`src/sv/bcvu_pkg.sv`:
```
`timescale 1ns / 1ps
// bcvu_pkg: shared types and constants of the compressed value unpacker
// used by bcvu_core and block_compressed_value_unpacker_unit; depends on nothing

package bcvu_pkg;

	// register indexes, selected by paddr[2]
	localparam logic REG_VALUE_BITS  = 1'b0;
	localparam logic REG_FIRST_BLOCK = 1'b1;

	localparam logic [5:0] VALUE_BITS_RST  = 6'd8;
	localparam logic [5:0] FIRST_BLOCK_RST = 6'd0;

	localparam logic [3:0] BYTE_BITS    = 4'd8;
	localparam logic [2:0] BLOCKS_FULL  = 3'd4;
	localparam logic [6:0] MIN_BLOCKED  = 7'd3;

	// control from the byte sequencer to the bit decoder
	typedef struct packed {
		logic       step;
		logic       bit_in;
		logic [3:0] avail;
		logic       clr;
		logic       cut;
	} bcvu_ctl_t;

	// decoder result for the current bit
	typedef struct packed {
		logic        vld;
		logic [31:0] value;
		logic        prog;
	} bcvu_res_t;

	typedef enum logic [2:0] {
		S_IDLE = 3'b001,
		S_RUN  = 3'b010,
		S_FIN  = 3'b100
	} bcvu_state_t;

endpackage

```
`src/sv/bcvu_ifs.sv`:
```
`timescale 1ns / 1ps
// bcvu channel interfaces: byte input channel and value output channel
// valid/ready handshake; depends on nothing

interface bcvu_in_if;
	logic       valid;
	logic       ready;
	logic [7:0] data_byte;
	logic       end_of_buffer;

	modport source (output valid, data_byte, end_of_buffer, input ready);
	modport sink (input valid, data_byte, end_of_buffer, output ready);
endinterface

interface bcvu_out_if;
	logic        valid;
	logic        ready;
	logic [31:0] value;
	logic        cut_short;
	logic        last;

	modport source (output valid, value, cut_short, last, input ready);
	modport sink (input valid, value, cut_short, last, output ready);
endinterface

```
`src/sv/bcvu_core.sv`:
```
`timescale 1ns / 1ps
// bcvu_core: bit-serial decoder, consumes one stream bit per step
// depends on bcvu_pkg

module bcvu_core #(
	parameter int MAX_VALUE_BITS = 32
) (
	input  logic                  clk,
	input  logic                  arst_n,
	input  logic [5:0]            value_bits,
	input  logic [5:0]            first_block_size,
	input  bcvu_pkg::bcvu_ctl_t   ctl,
	output bcvu_pkg::bcvu_res_t   res
);
	import bcvu_pkg::*;

	localparam int CW = $clog2(MAX_VALUE_BITS + 1);
	localparam int IW = $clog2(MAX_VALUE_BITS);

	logic [MAX_VALUE_BITS-1:0] partial_q;
	logic [CW-1:0]             need_q, blk_q, left_q;
	logic [2:0]                blocks_q;
	logic                      mark_q, top_q, prog_q, inch_q;
	logic [IW-1:0]             wp_q;

	logic [6:0]                vb7, fb7, nb7, bs7;
	logic [CW-1:0]             nb, bs;
	logic [CW-1:0]             e_need, e_blk, e_left, pos, k, avail_cw, wp_sum;
	logic [CW-1:0]             need_nx, left_nx, blk_nx, left_mark;
	logic [2:0]                e_blocks, blocks_nx;
	logic                      e_mark, e_top, first;
	logic [MAX_VALUE_BITS-1:0] e_part, part_set, fill, res_src;
	logic [MAX_VALUE_BITS+31:0] wide;
	logic [IW-1:0]             wp;

	// effective width and first block size
	always_comb begin
		vb7 = {1'b0, value_bits};
		fb7 = {1'b0, first_block_size};
		if (value_bits == 6'd0) begin
			nb7 = 7'd1;
		end else if (vb7 > 7'(MAX_VALUE_BITS)) begin
			nb7 = 7'(MAX_VALUE_BITS);
		end else begin
			nb7 = vb7;
		end
		if (first_block_size == 6'd0 || fb7 > nb7 || nb7 < MIN_BLOCKED) begin
			bs7 = nb7;
		end else begin
			bs7 = fb7;
		end
		nb = CW'(nb7);
		bs = CW'(bs7);
	end

	// state as seen by this bit, with a value start folded in
	always_comb begin
		e_need   = prog_q ? need_q : nb;
		e_blk    = prog_q ? blk_q : bs;
		e_left   = prog_q ? left_q : bs;
		e_blocks = prog_q ? blocks_q : 3'd0;
		e_mark   = prog_q & mark_q;
		e_top    = prog_q & top_q;
		e_part   = prog_q ? partial_q : '0;
		first    = !prog_q || !inch_q || (ctl.avail == BYTE_BITS);

		pos      = nb - e_need;
		avail_cw = CW'(ctl.avail);
		k        = (avail_cw < e_left) ? avail_cw : e_left;
		wp_sum   = pos + k - CW'(1);
		wp       = first ? IW'(wp_sum) : wp_q;

		need_nx   = e_need - CW'(1);
		left_nx   = e_left - CW'(1);
		left_mark = (e_blk < e_need) ? e_blk : e_need;
		blocks_nx = (e_blocks < BLOCKS_FULL) ? e_blocks + 3'd1 : e_blocks;
		if (blocks_nx >= BLOCKS_FULL) begin
			blk_nx = nb;
		end else if (e_blk > CW'(2)) begin
			blk_nx = e_blk >> 1;
		end else begin
			blk_nx = e_blk;
		end

		for (int i = 0; i < MAX_VALUE_BITS; i++) begin
			part_set[i] = e_part[i] | (ctl.bit_in && (wp == IW'(i)));
			fill[i]     = e_top && (CW'(i) >= pos) && (CW'(i) < nb);
		end

		res_src   = e_mark ? (e_part | fill) : part_set;
		wide      = {32'b0, res_src};
		res.value = wide[31:0];
		res.vld   = ctl.step && (e_mark ? !ctl.bit_in : (need_nx == '0));
		res.prog  = prog_q;
	end

	always_ff @(posedge clk or negedge arst_n) begin
		if (!arst_n) begin
			prog_q   <= 1'b0;
			mark_q   <= 1'b0;
			inch_q   <= 1'b0;
			blocks_q <= '0;
			left_q   <= '0;
		end else if (ctl.clr || ctl.cut) begin
			prog_q <= 1'b0;
			mark_q <= 1'b0;
		end else if (ctl.step) begin
			if (e_mark) begin
				if (!ctl.bit_in) begin
					prog_q <= 1'b0;
				end else begin
					mark_q <= 1'b0;
					left_q <= left_mark;
					inch_q <= 1'b0;
				end
			end else begin
				prog_q   <= (need_nx != '0);
				mark_q   <= (left_nx == '0) && (need_nx != '0);
				inch_q   <= (left_nx != '0);
				left_q   <= left_nx;
				blocks_q <= (left_nx == '0) ? blocks_nx : e_blocks;
			end
		end
	end

	// datapath, no reset needed
	always_ff @(posedge clk) begin
		if (ctl.step && !ctl.clr && !ctl.cut && !e_mark) begin
			partial_q <= part_set;
			need_q    <= need_nx;
			blk_q     <= (left_nx == '0) ? blk_nx : e_blk;
			top_q     <= first ? ctl.bit_in : top_q;
			wp_q      <= wp - IW'(1);
		end
	end

endmodule

```
`src/sv/block_compressed_value_unpacker_unit.sv`:
```
`timescale 1ns / 1ps
// block_compressed_value_unpacker_unit: top level, APB registers, byte sequencer,
// pending result and output register; depends on bcvu_pkg, bcvu_ifs, bcvu_core
// a result waits in the pending register until a next result, a cut or the byte-end
// flush moves it to the output register; a new byte is taken only after the last is
// flushed, and the decoder consumes one bit per cycle unless both registers are full
// arst_n clears registers to value_bits 8, first_block_size 0, and no value in progress

module block_compressed_value_unpacker_unit #(
	parameter int MAX_VALUE_BITS = 32
) (
	input  logic        clk,
	input  logic        arst_n,
	input  logic        psel,
	input  logic        penable,
	input  logic        pwrite,
	input  logic [2:0]  paddr,
	input  logic [31:0] pwdata,
	output logic [31:0] prdata,
	output logic        pready,
	bcvu_in_if.sink     din,
	bcvu_out_if.source  dout
);
	import bcvu_pkg::*;

	bcvu_state_t state_q;
	logic [5:0]  vb_q, fbs_q;
	logic [7:0]  sr_q;
	logic [3:0]  cnt_q;
	logic        eob_q;
	logic        pvld_q, pcut_q;
	logic [31:0] pval_q;
	logic        ovld_q, ocut_q, olast_q;
	logic [31:0] oval_q;

	bcvu_ctl_t ctl;
	bcvu_res_t res;

	logic wr, out_free, can_step, cut_need, fin_go, cut_go, flush_go;
	logic load_out;

	assign pready = 1'b1;
	assign wr     = psel && penable && pwrite;
	assign prdata = (paddr[2] == REG_FIRST_BLOCK) ? {26'b0, fbs_q} : {26'b0, vb_q};

	assign din.ready      = (state_q == S_IDLE);
	assign dout.valid     = ovld_q;
	assign dout.value     = oval_q;
	assign dout.cut_short = ocut_q;
	assign dout.last      = olast_q;

	assign out_free = !ovld_q || dout.ready;
	assign can_step = (state_q == S_RUN) && (!pvld_q || out_free);
	assign cut_need = (state_q == S_FIN) && eob_q && res.prog;
	assign fin_go   = !pvld_q || out_free;
	assign cut_go   = cut_need && fin_go;
	assign flush_go = (state_q == S_FIN) && !cut_need && pvld_q && out_free;
	assign load_out = (can_step && res.vld && pvld_q) || (cut_go && pvld_q) || flush_go;

	assign ctl.step   = can_step;
	assign ctl.bit_in = sr_q[7];
	assign ctl.avail  = cnt_q;
	assign ctl.clr    = wr;
	assign ctl.cut    = cut_go;

	bcvu_core #(
		.MAX_VALUE_BITS(MAX_VALUE_BITS)
	) u_core (
		.clk             (clk),
		.arst_n          (arst_n),
		.value_bits      (vb_q),
		.first_block_size(fbs_q),
		.ctl             (ctl),
		.res             (res)
	);

	// config registers
	always_ff @(posedge clk or negedge arst_n) begin
		if (!arst_n) begin
			vb_q  <= VALUE_BITS_RST;
			fbs_q <= FIRST_BLOCK_RST;
		end else if (wr) begin
			if (paddr[2] == REG_FIRST_BLOCK) begin
				fbs_q <= pwdata[5:0];
			end else begin
				vb_q <= pwdata[5:0];
			end
		end
	end

	// byte sequencer
	always_ff @(posedge clk or negedge arst_n) begin
		if (!arst_n) begin
			state_q <= S_IDLE;
			cnt_q   <= '0;
			eob_q   <= 1'b0;
		end else begin
			case (state_q)
				S_IDLE: begin
					if (din.valid) begin
						cnt_q   <= BYTE_BITS;
						eob_q   <= din.end_of_buffer;
						state_q <= S_RUN;
					end
				end
				S_RUN: begin
					if (can_step) begin
						cnt_q <= cnt_q - 4'd1;
						if (cnt_q == 4'd1) begin
							state_q <= S_FIN;
						end
					end
				end
				S_FIN: begin
					if (cut_go) begin
						eob_q <= 1'b0;
					end else if (!cut_need && (!pvld_q || out_free)) begin
						state_q <= S_IDLE;
					end
				end
				default: state_q <= S_IDLE;
			endcase
		end
	end

	always_ff @(posedge clk) begin
		if (din.valid && din.ready) begin
			sr_q <= din.data_byte;
		end else if (can_step) begin
			sr_q <= {sr_q[6:0], 1'b0};
		end
	end

	// pending result waits until it is known whether it is the last of its byte
	always_ff @(posedge clk or negedge arst_n) begin
		if (!arst_n) begin
			pvld_q <= 1'b0;
		end else if ((can_step && res.vld) || cut_go) begin
			pvld_q <= 1'b1;
		end else if (flush_go) begin
			pvld_q <= 1'b0;
		end
	end

	always_ff @(posedge clk) begin
		if (can_step && res.vld) begin
			pval_q <= res.value;
			pcut_q <= 1'b0;
		end else if (cut_go) begin
			pval_q <= '0;
			pcut_q <= 1'b1;
		end
	end

	// output register
	always_ff @(posedge clk or negedge arst_n) begin
		if (!arst_n) begin
			ovld_q <= 1'b0;
		end else if (load_out) begin
			ovld_q <= 1'b1;
		end else if (dout.ready) begin
			ovld_q <= 1'b0;
		end
	end

	always_ff @(posedge clk) begin
		if (load_out) begin
			oval_q  <= pval_q;
			ocut_q  <= pcut_q;
			olast_q <= flush_go;
		end
	end

	a_idle_empty: assert property (@(posedge clk) disable iff (!arst_n)
		(din.valid && din.ready) |-> !pvld_q)
		else $error("byte accepted while a result is still pending");

	a_run_count: assert property (@(posedge clk) disable iff (!arst_n)
		(state_q == S_RUN) |-> (cnt_q != 4'd0))
		else $error("decoder running with no bits left in the byte");

	a_cut_last: assert property (@(posedge clk) disable iff (!arst_n)
		(dout.valid && dout.cut_short) |-> dout.last)
		else $error("cut short beat is not the last of its byte");

	a_cut_zero: assert property (@(posedge clk) disable iff (!arst_n)
		(dout.valid && dout.cut_short) |-> (dout.value == 32'd0))
		else $error("cut short beat carries a nonzero value");

	a_step_room: assert property (@(posedge clk) disable iff (!arst_n)
		(can_step && res.vld && pvld_q) |-> out_free)
		else $error("pending result pushed into a full output register");

endmodule

```
`src/flat_wrapper.sv`:
```
// flat-port wrapper written by rule: the top's interface ports become plain ports
module block_compressed_value_unpacker_unit_flat import bcvu_pkg::*;
#(
	parameter int MAX_VALUE_BITS = 32
)
  (clk, arst_n, psel, penable, pwrite, paddr, pwdata, prdata, pready, din_valid, din_data_byte, din_end_of_buffer, din_ready, dout_valid, dout_value, dout_cut_short, dout_last, dout_ready);
  bcvu_in_if din_i ();
  bcvu_out_if dout_i ();
  input  logic clk;
  input  logic arst_n;
  input  logic psel;
  input  logic penable;
  input  logic pwrite;
  input  logic [2:0] paddr;
  input  logic [31:0] pwdata;
  output logic [31:0] prdata;
  output logic pready;
  input wire logic [$bits(din_i.valid)-1:0] din_valid;
  input wire logic [$bits(din_i.data_byte)-1:0] din_data_byte;
  input wire logic [$bits(din_i.end_of_buffer)-1:0] din_end_of_buffer;
  output wire logic [$bits(din_i.ready)-1:0] din_ready;
  output wire logic [$bits(dout_i.valid)-1:0] dout_valid;
  output wire logic [$bits(dout_i.value)-1:0] dout_value;
  output wire logic [$bits(dout_i.cut_short)-1:0] dout_cut_short;
  output wire logic [$bits(dout_i.last)-1:0] dout_last;
  input wire logic [$bits(dout_i.ready)-1:0] dout_ready;
  assign din_i.valid = din_valid;
  assign din_i.data_byte = din_data_byte;
  assign din_i.end_of_buffer = din_end_of_buffer;
  assign din_ready = din_i.ready;
  assign dout_valid = dout_i.valid;
  assign dout_value = dout_i.value;
  assign dout_cut_short = dout_i.cut_short;
  assign dout_last = dout_i.last;
  assign dout_i.ready = dout_ready;
  block_compressed_value_unpacker_unit #(.MAX_VALUE_BITS(MAX_VALUE_BITS)) u_core (.clk(clk), .arst_n(arst_n), .psel(psel), .penable(penable), .pwrite(pwrite), .paddr(paddr), .pwdata(pwdata), .prdata(prdata), .pready(pready), .din(din_i), .dout(dout_i));
endmodule
```
`config.mk`:
```
export PLATFORM = sky130hd
export DESIGN_NAME = block_compressed_value_unpacker_unit_flat
export DESIGN_NICKNAME = d
export VERILOG_FILES = /design/src/sv/bcvu_pkg.sv /design/src/sv/bcvu_ifs.sv /design/src/sv/bcvu_core.sv /design/src/sv/block_compressed_value_unpacker_unit.sv /design/src/flat_wrapper.sv
export SDC_FILE = /design/constraint.sdc
export NUM_CORES = 1
export LEC_CHECK = 0
export ABC_AREA = 1
export BUFFER_PORTS_ARGS = -buffer_cell sky130_fd_sc_hd__buf_2
export CAP_MARGIN = 40
export CORE_MARGIN = 3
export CORE_UTILIZATION = 59
export CTS_CLUSTER_DIAMETER = 80
export CTS_CLUSTER_SIZE = 10
export DETAILED_ROUTE_END_ITERATION = 7
export PLACE_DENSITY = 0.81
export SETUP_SLACK_MARGIN = 0.3
export SLEW_MARGIN = 20
export SYNTH_ARGS = -nofsm -noshare
export SYNTH_HDL_FRONTEND = slang
export SYNTH_SLANG_ARGS = --single-unit
```
`constraint.sdc`:
```
create_clock -name clk -period 7.4 [get_ports clk]
set_input_delay 0.37 -clock clk [delete_from_list [all_inputs] [get_ports clk]]
set_output_delay 0.37 -clock clk [all_outputs]
set_load 0.1 [all_outputs]
```
==> flow_metrics.env <==
export IMPL_status="finished clean"
export IMPL_io_pins=120
export IMPL_r2r_setup_slack_ps=1000
export IMPL_cp_required_ps=7640
export IMPL_slew_headroom=0.404
export IMPL_synth_area_um2=9350
export IMPL_detail_route_iter0_violations=841
export IMPL_avgRoutedWirePerCell_um=16.0
export IMPL_crit_fanout=18
export IMPL_h_tree_depth=4
export IMPL_grt_use_total=0.252
export IMPL_ant_nets=0
export IMPL_cts_tree="done"
export IMPL_die_height_um=132
export IMPL_clk_insertion_delay_late_ps=430
export IMPL_numClockSinks=159
export IMPL_ys_seq_area_frac=0.491
export IMPL_finalNetCount=1237
export IMPL_clkTransAtPathRegs_ps=70
export IMPL_drive_gt1_frac=0.135
export IMPL_hp_start="din_end_of_buffer"
export IMPL_syn_instance_count=1084
export IMPL_start_util=0.609
export IMPL_wl_um=21900
export IMPL_ys_seq_elements=159
export IMPL_globalplace_congestion=0.964
export IMPL_via_per_inst=5.56
export IMPL_grt_max_degree=52
export IMPL_drt_drc_violations_left=0
export IMPL_grt_pass1_wl_um=35500
export IMPL_tns_ps=0
export IMPL_critPathArrivalTime_ps=6640
export IMPL_synth_top_cell_area_share=0.398
export IMPL_synthFlopType="edfxtp_1"
export IMPL_holdPathStages=3
export IMPL_worst_slew_pin_transition_ps=894
export IMPL_core_area_um2=15400
export IMPL_cts_setup_buffers=0
export IMPL_critical_path_class="register to register"
export IMPL_grt_overflow=0
export IMPL_rsz0062_at_grt="no"
export IMPL_dr_total_vias=7614
export IMPL_die_w_um=132
export IMPL_synth_area_leaders="edfxtp_1 (40%), nand2_1 (9.1%), dfrtp_1 (8.6%)"
export IMPL_cap_violations=0
export IMPL_area_sequential_um2=4600
export IMPL_diodes=0
export IMPL_cts_buffers=17
export IMPL_clockBufferDepth=2
export IMPL_r2r_end="u_core.pval_q[3]"
export IMPL_max_stage_delay_ps=580
export IMPL_hold_buffers=0
export IMPL_fin_crit_sh=0.865
export IMPL_antenna_found_initial=0
export IMPL_worstHoldPathType="primary input to register"
export IMPL_hold_viol_final=0
export IMPL_cts_root_buf="clkbuf_16"
export IMPL_worst_setup_path_start_kind="register"
export IMPL_cp_slowest_cell="dfrtp_1"
export IMPL_worstRegToRegCells=32
export IMPL_setup_viol=0
export IMPL_ys_warn_count=0
export IMPL_fmax_mhz=156
export IMPL_port_buffers=64
export IMPL_min_to="u_core.eob_q"
export IMPL_r2r_start="u_core.vb_q[5]"
export IMPL_cp_common_cell="nand2_1"
export IMPL_rows=45
export IMPL_finish_utilization=0.672
export IMPL_post_cts_resize_count=0
export IMPL_synth_edff_count=124
export IMPL_grt_pass1_vias=7124
export IMPL_synth_distinct_cells=50
export IMPL_multi_input_area_um2=3940
export IMPL_hpwlAfterDp_um=15700
export IMPL_drt_pass1_iterations=6
export IMPL_end_kind="register"
export IMPL_avgSynthCellArea_um2=8.63
export IMPL_maxSlewViolCount=0
export IMPL_fp_dieArea_um2=17400
export IMPL_synth_area_leader_cell="edfxtp_1"
export IMPL_min_period_ps=6400
export IMPL_skew_ps=8.23
export IMPL_syn2layout_area_growth_pct=10.5
export IMPL_synth_async_sr_flop_share=0.214
export IMPL_fillCellCount=1243
==> registers in the layout (all words and copies together), names as in the netlist, 3 cells and up <==
| signal | count |
|---|---|
| u_core.u_core.blocks_q | 3 |
| u_core.u_core.need_q | 6 |
| u_core.sr_q | 8 |
| u_core.vb_q | 6 |
| u_core.cnt_q | 4 |
| u_core.u_core.wp_q | 5 |
| u_core.u_core.left_q | 6 |
| u_core.u_core.blk_q | 6 |
| u_core.state_q | 3 |
| u_core.pval_q | 32 |
| u_core.u_core.partial_q | 32 |
| u_core.dout.value | 32 |
| u_core.fbs_q | 6 |
==> cell usage in the layout, fill, tap and decap left out, types with 3 or more instances in the layout <==
cell / Yosys / final
inv_1: 143 / 143
o21ai_1: 13 / 13
o21ai_0: 92 / 92
clkinv_4: 0 / 3
o21ai_2: 6 / 6
nor3_2: 6 / 7
a21oi_2: 4 / 4
a211oi_1: 3 / 3
nand2_1: 226 / 226
xor2_1: 9 / 9
nor3_1: 20 / 19
nand3_1: 56 / 56
nand4_1: 13 / 13
o211ai_1: 5 / 5
nand2_2: 9 / 9
o22ai_1: 15 / 15
conb_1: 2 / 27
a21oi_1: 46 / 46
clkbuf_16: 0 / 17
edfxtp_1: 124 / 124
nand3_2: 5 / 5
or2_2: 6 / 6
ha_1: 38 / 38
nor2_2: 4 / 4
buf_4: 28 / 6
buf_2: 3 / 64
inv_6: 0 / 3
inv_2: 7 / 7
xnor2_1: 7 / 7
clkbuf_1: 18 / 4
o2111ai_1: 3 / 3
dfrtp_1: 32 / 32
a31oi_1: 3 / 3
nor2_1: 109 / 109
==> logic make-up (layout without fill, tap and decap cells) <==
logic type                 after synthesis  after routing  synth area share
AOI/OAI and AO/OA                      196            196             0.119
xor gates and xnor gates                16             16            0.0150
adders and majority gates               40             40            0.0551
buffers and inverters                  206            256            0.0984
DFF                                    159            159             0.491
other                                    2             27          0.000803
and+or+nand+nor                        465            465             0.220
==> worst max-delay path: cells and delay by family (launching register included) <==
kind	cells	cell delay, ps
and+or+nand+nor	16	2080
adders and majority gates	4	1240
AOI/OAI and AO/OA	5	1140
buffers and inverters	5	820
DFF	1	580
xor gates and xnor gates	2	330
==> worst max-delay path by stage <==
stage                     slack, ps                         to         startpoint  cells after the start
after floorplan                1470  u_core.u_core.blocks_q[0]  u_core.dout.valid                     12
after global placement         1390          u_core.pval_q[13]     u_core.vb_q[5]                     33
after detailed placement       1180          u_core.pval_q[14]     u_core.vb_q[5]                     33
after CTS                      1080           u_core.pval_q[3]     u_core.vb_q[5]                     32
after global routing            620           u_core.pval_q[3]     u_core.vb_q[5]                     32
final                          1000           u_core.pval_q[3]     u_core.vb_q[5]                     32
==> synth_stat cells (4+ instances only) <==
cell      number
nand2_2        9
nand3_1       56
ha_1          38
nand4_1       13
nand3_2        5
nor3_1        20
nand2_1      226
dfrtp_1       32
or2_2          6
o21ai_0       92
nor2_2         4
o21ai_1       13
clkbuf_1      18
nor3_2         6
o211ai_1       5
buf_4         28
xor2_1         9
inv_1        143
xnor2_1        7
edfxtp_1     124
inv_2          7
a21oi_1       46
nor2_1       109
o21ai_2        6
o22ai_1       15
a21oi_2        4
buf_6          5
==> final cells by class <==
type,instances,area share
repair buffers,72,0.0383
flip-flops and latches,159,0.445
inverters,152,0.0553
well taps,211,0.0255
multi-input cells,744,0.381
clock buffers,21,0.0426
clock inverters,11,0.0127
==> metrics by stage <==
stage / cell area [µm²] / instances / hold slack, ps / setup slack, ps
finish: 10300 / 1370 / 183 / 1000
global route: 10300 / 1370 / 194 / 623
CTS: 10300 / 1368 / 61.5 / 1080
detailed placement: 9730 / 1336 / 405 / 1180
global placement: 9730 / 1336 / 400 / 1390
floorplan: 9450 / 1109 / 74.4 / 1470
==> routing by layer <==
layer,global-route usage,vias up,part of all wire
met1,0.321,3534,0.41
met2,0.424,337,0.49
li1,-,3685,-
met4,0.105,0,0.033
met5,0,-,0
met3,0.0469,58,0.067
Power is not shown: default switching activity piles up to over one toggle a cycle in this logic, so the estimate is an artifact.
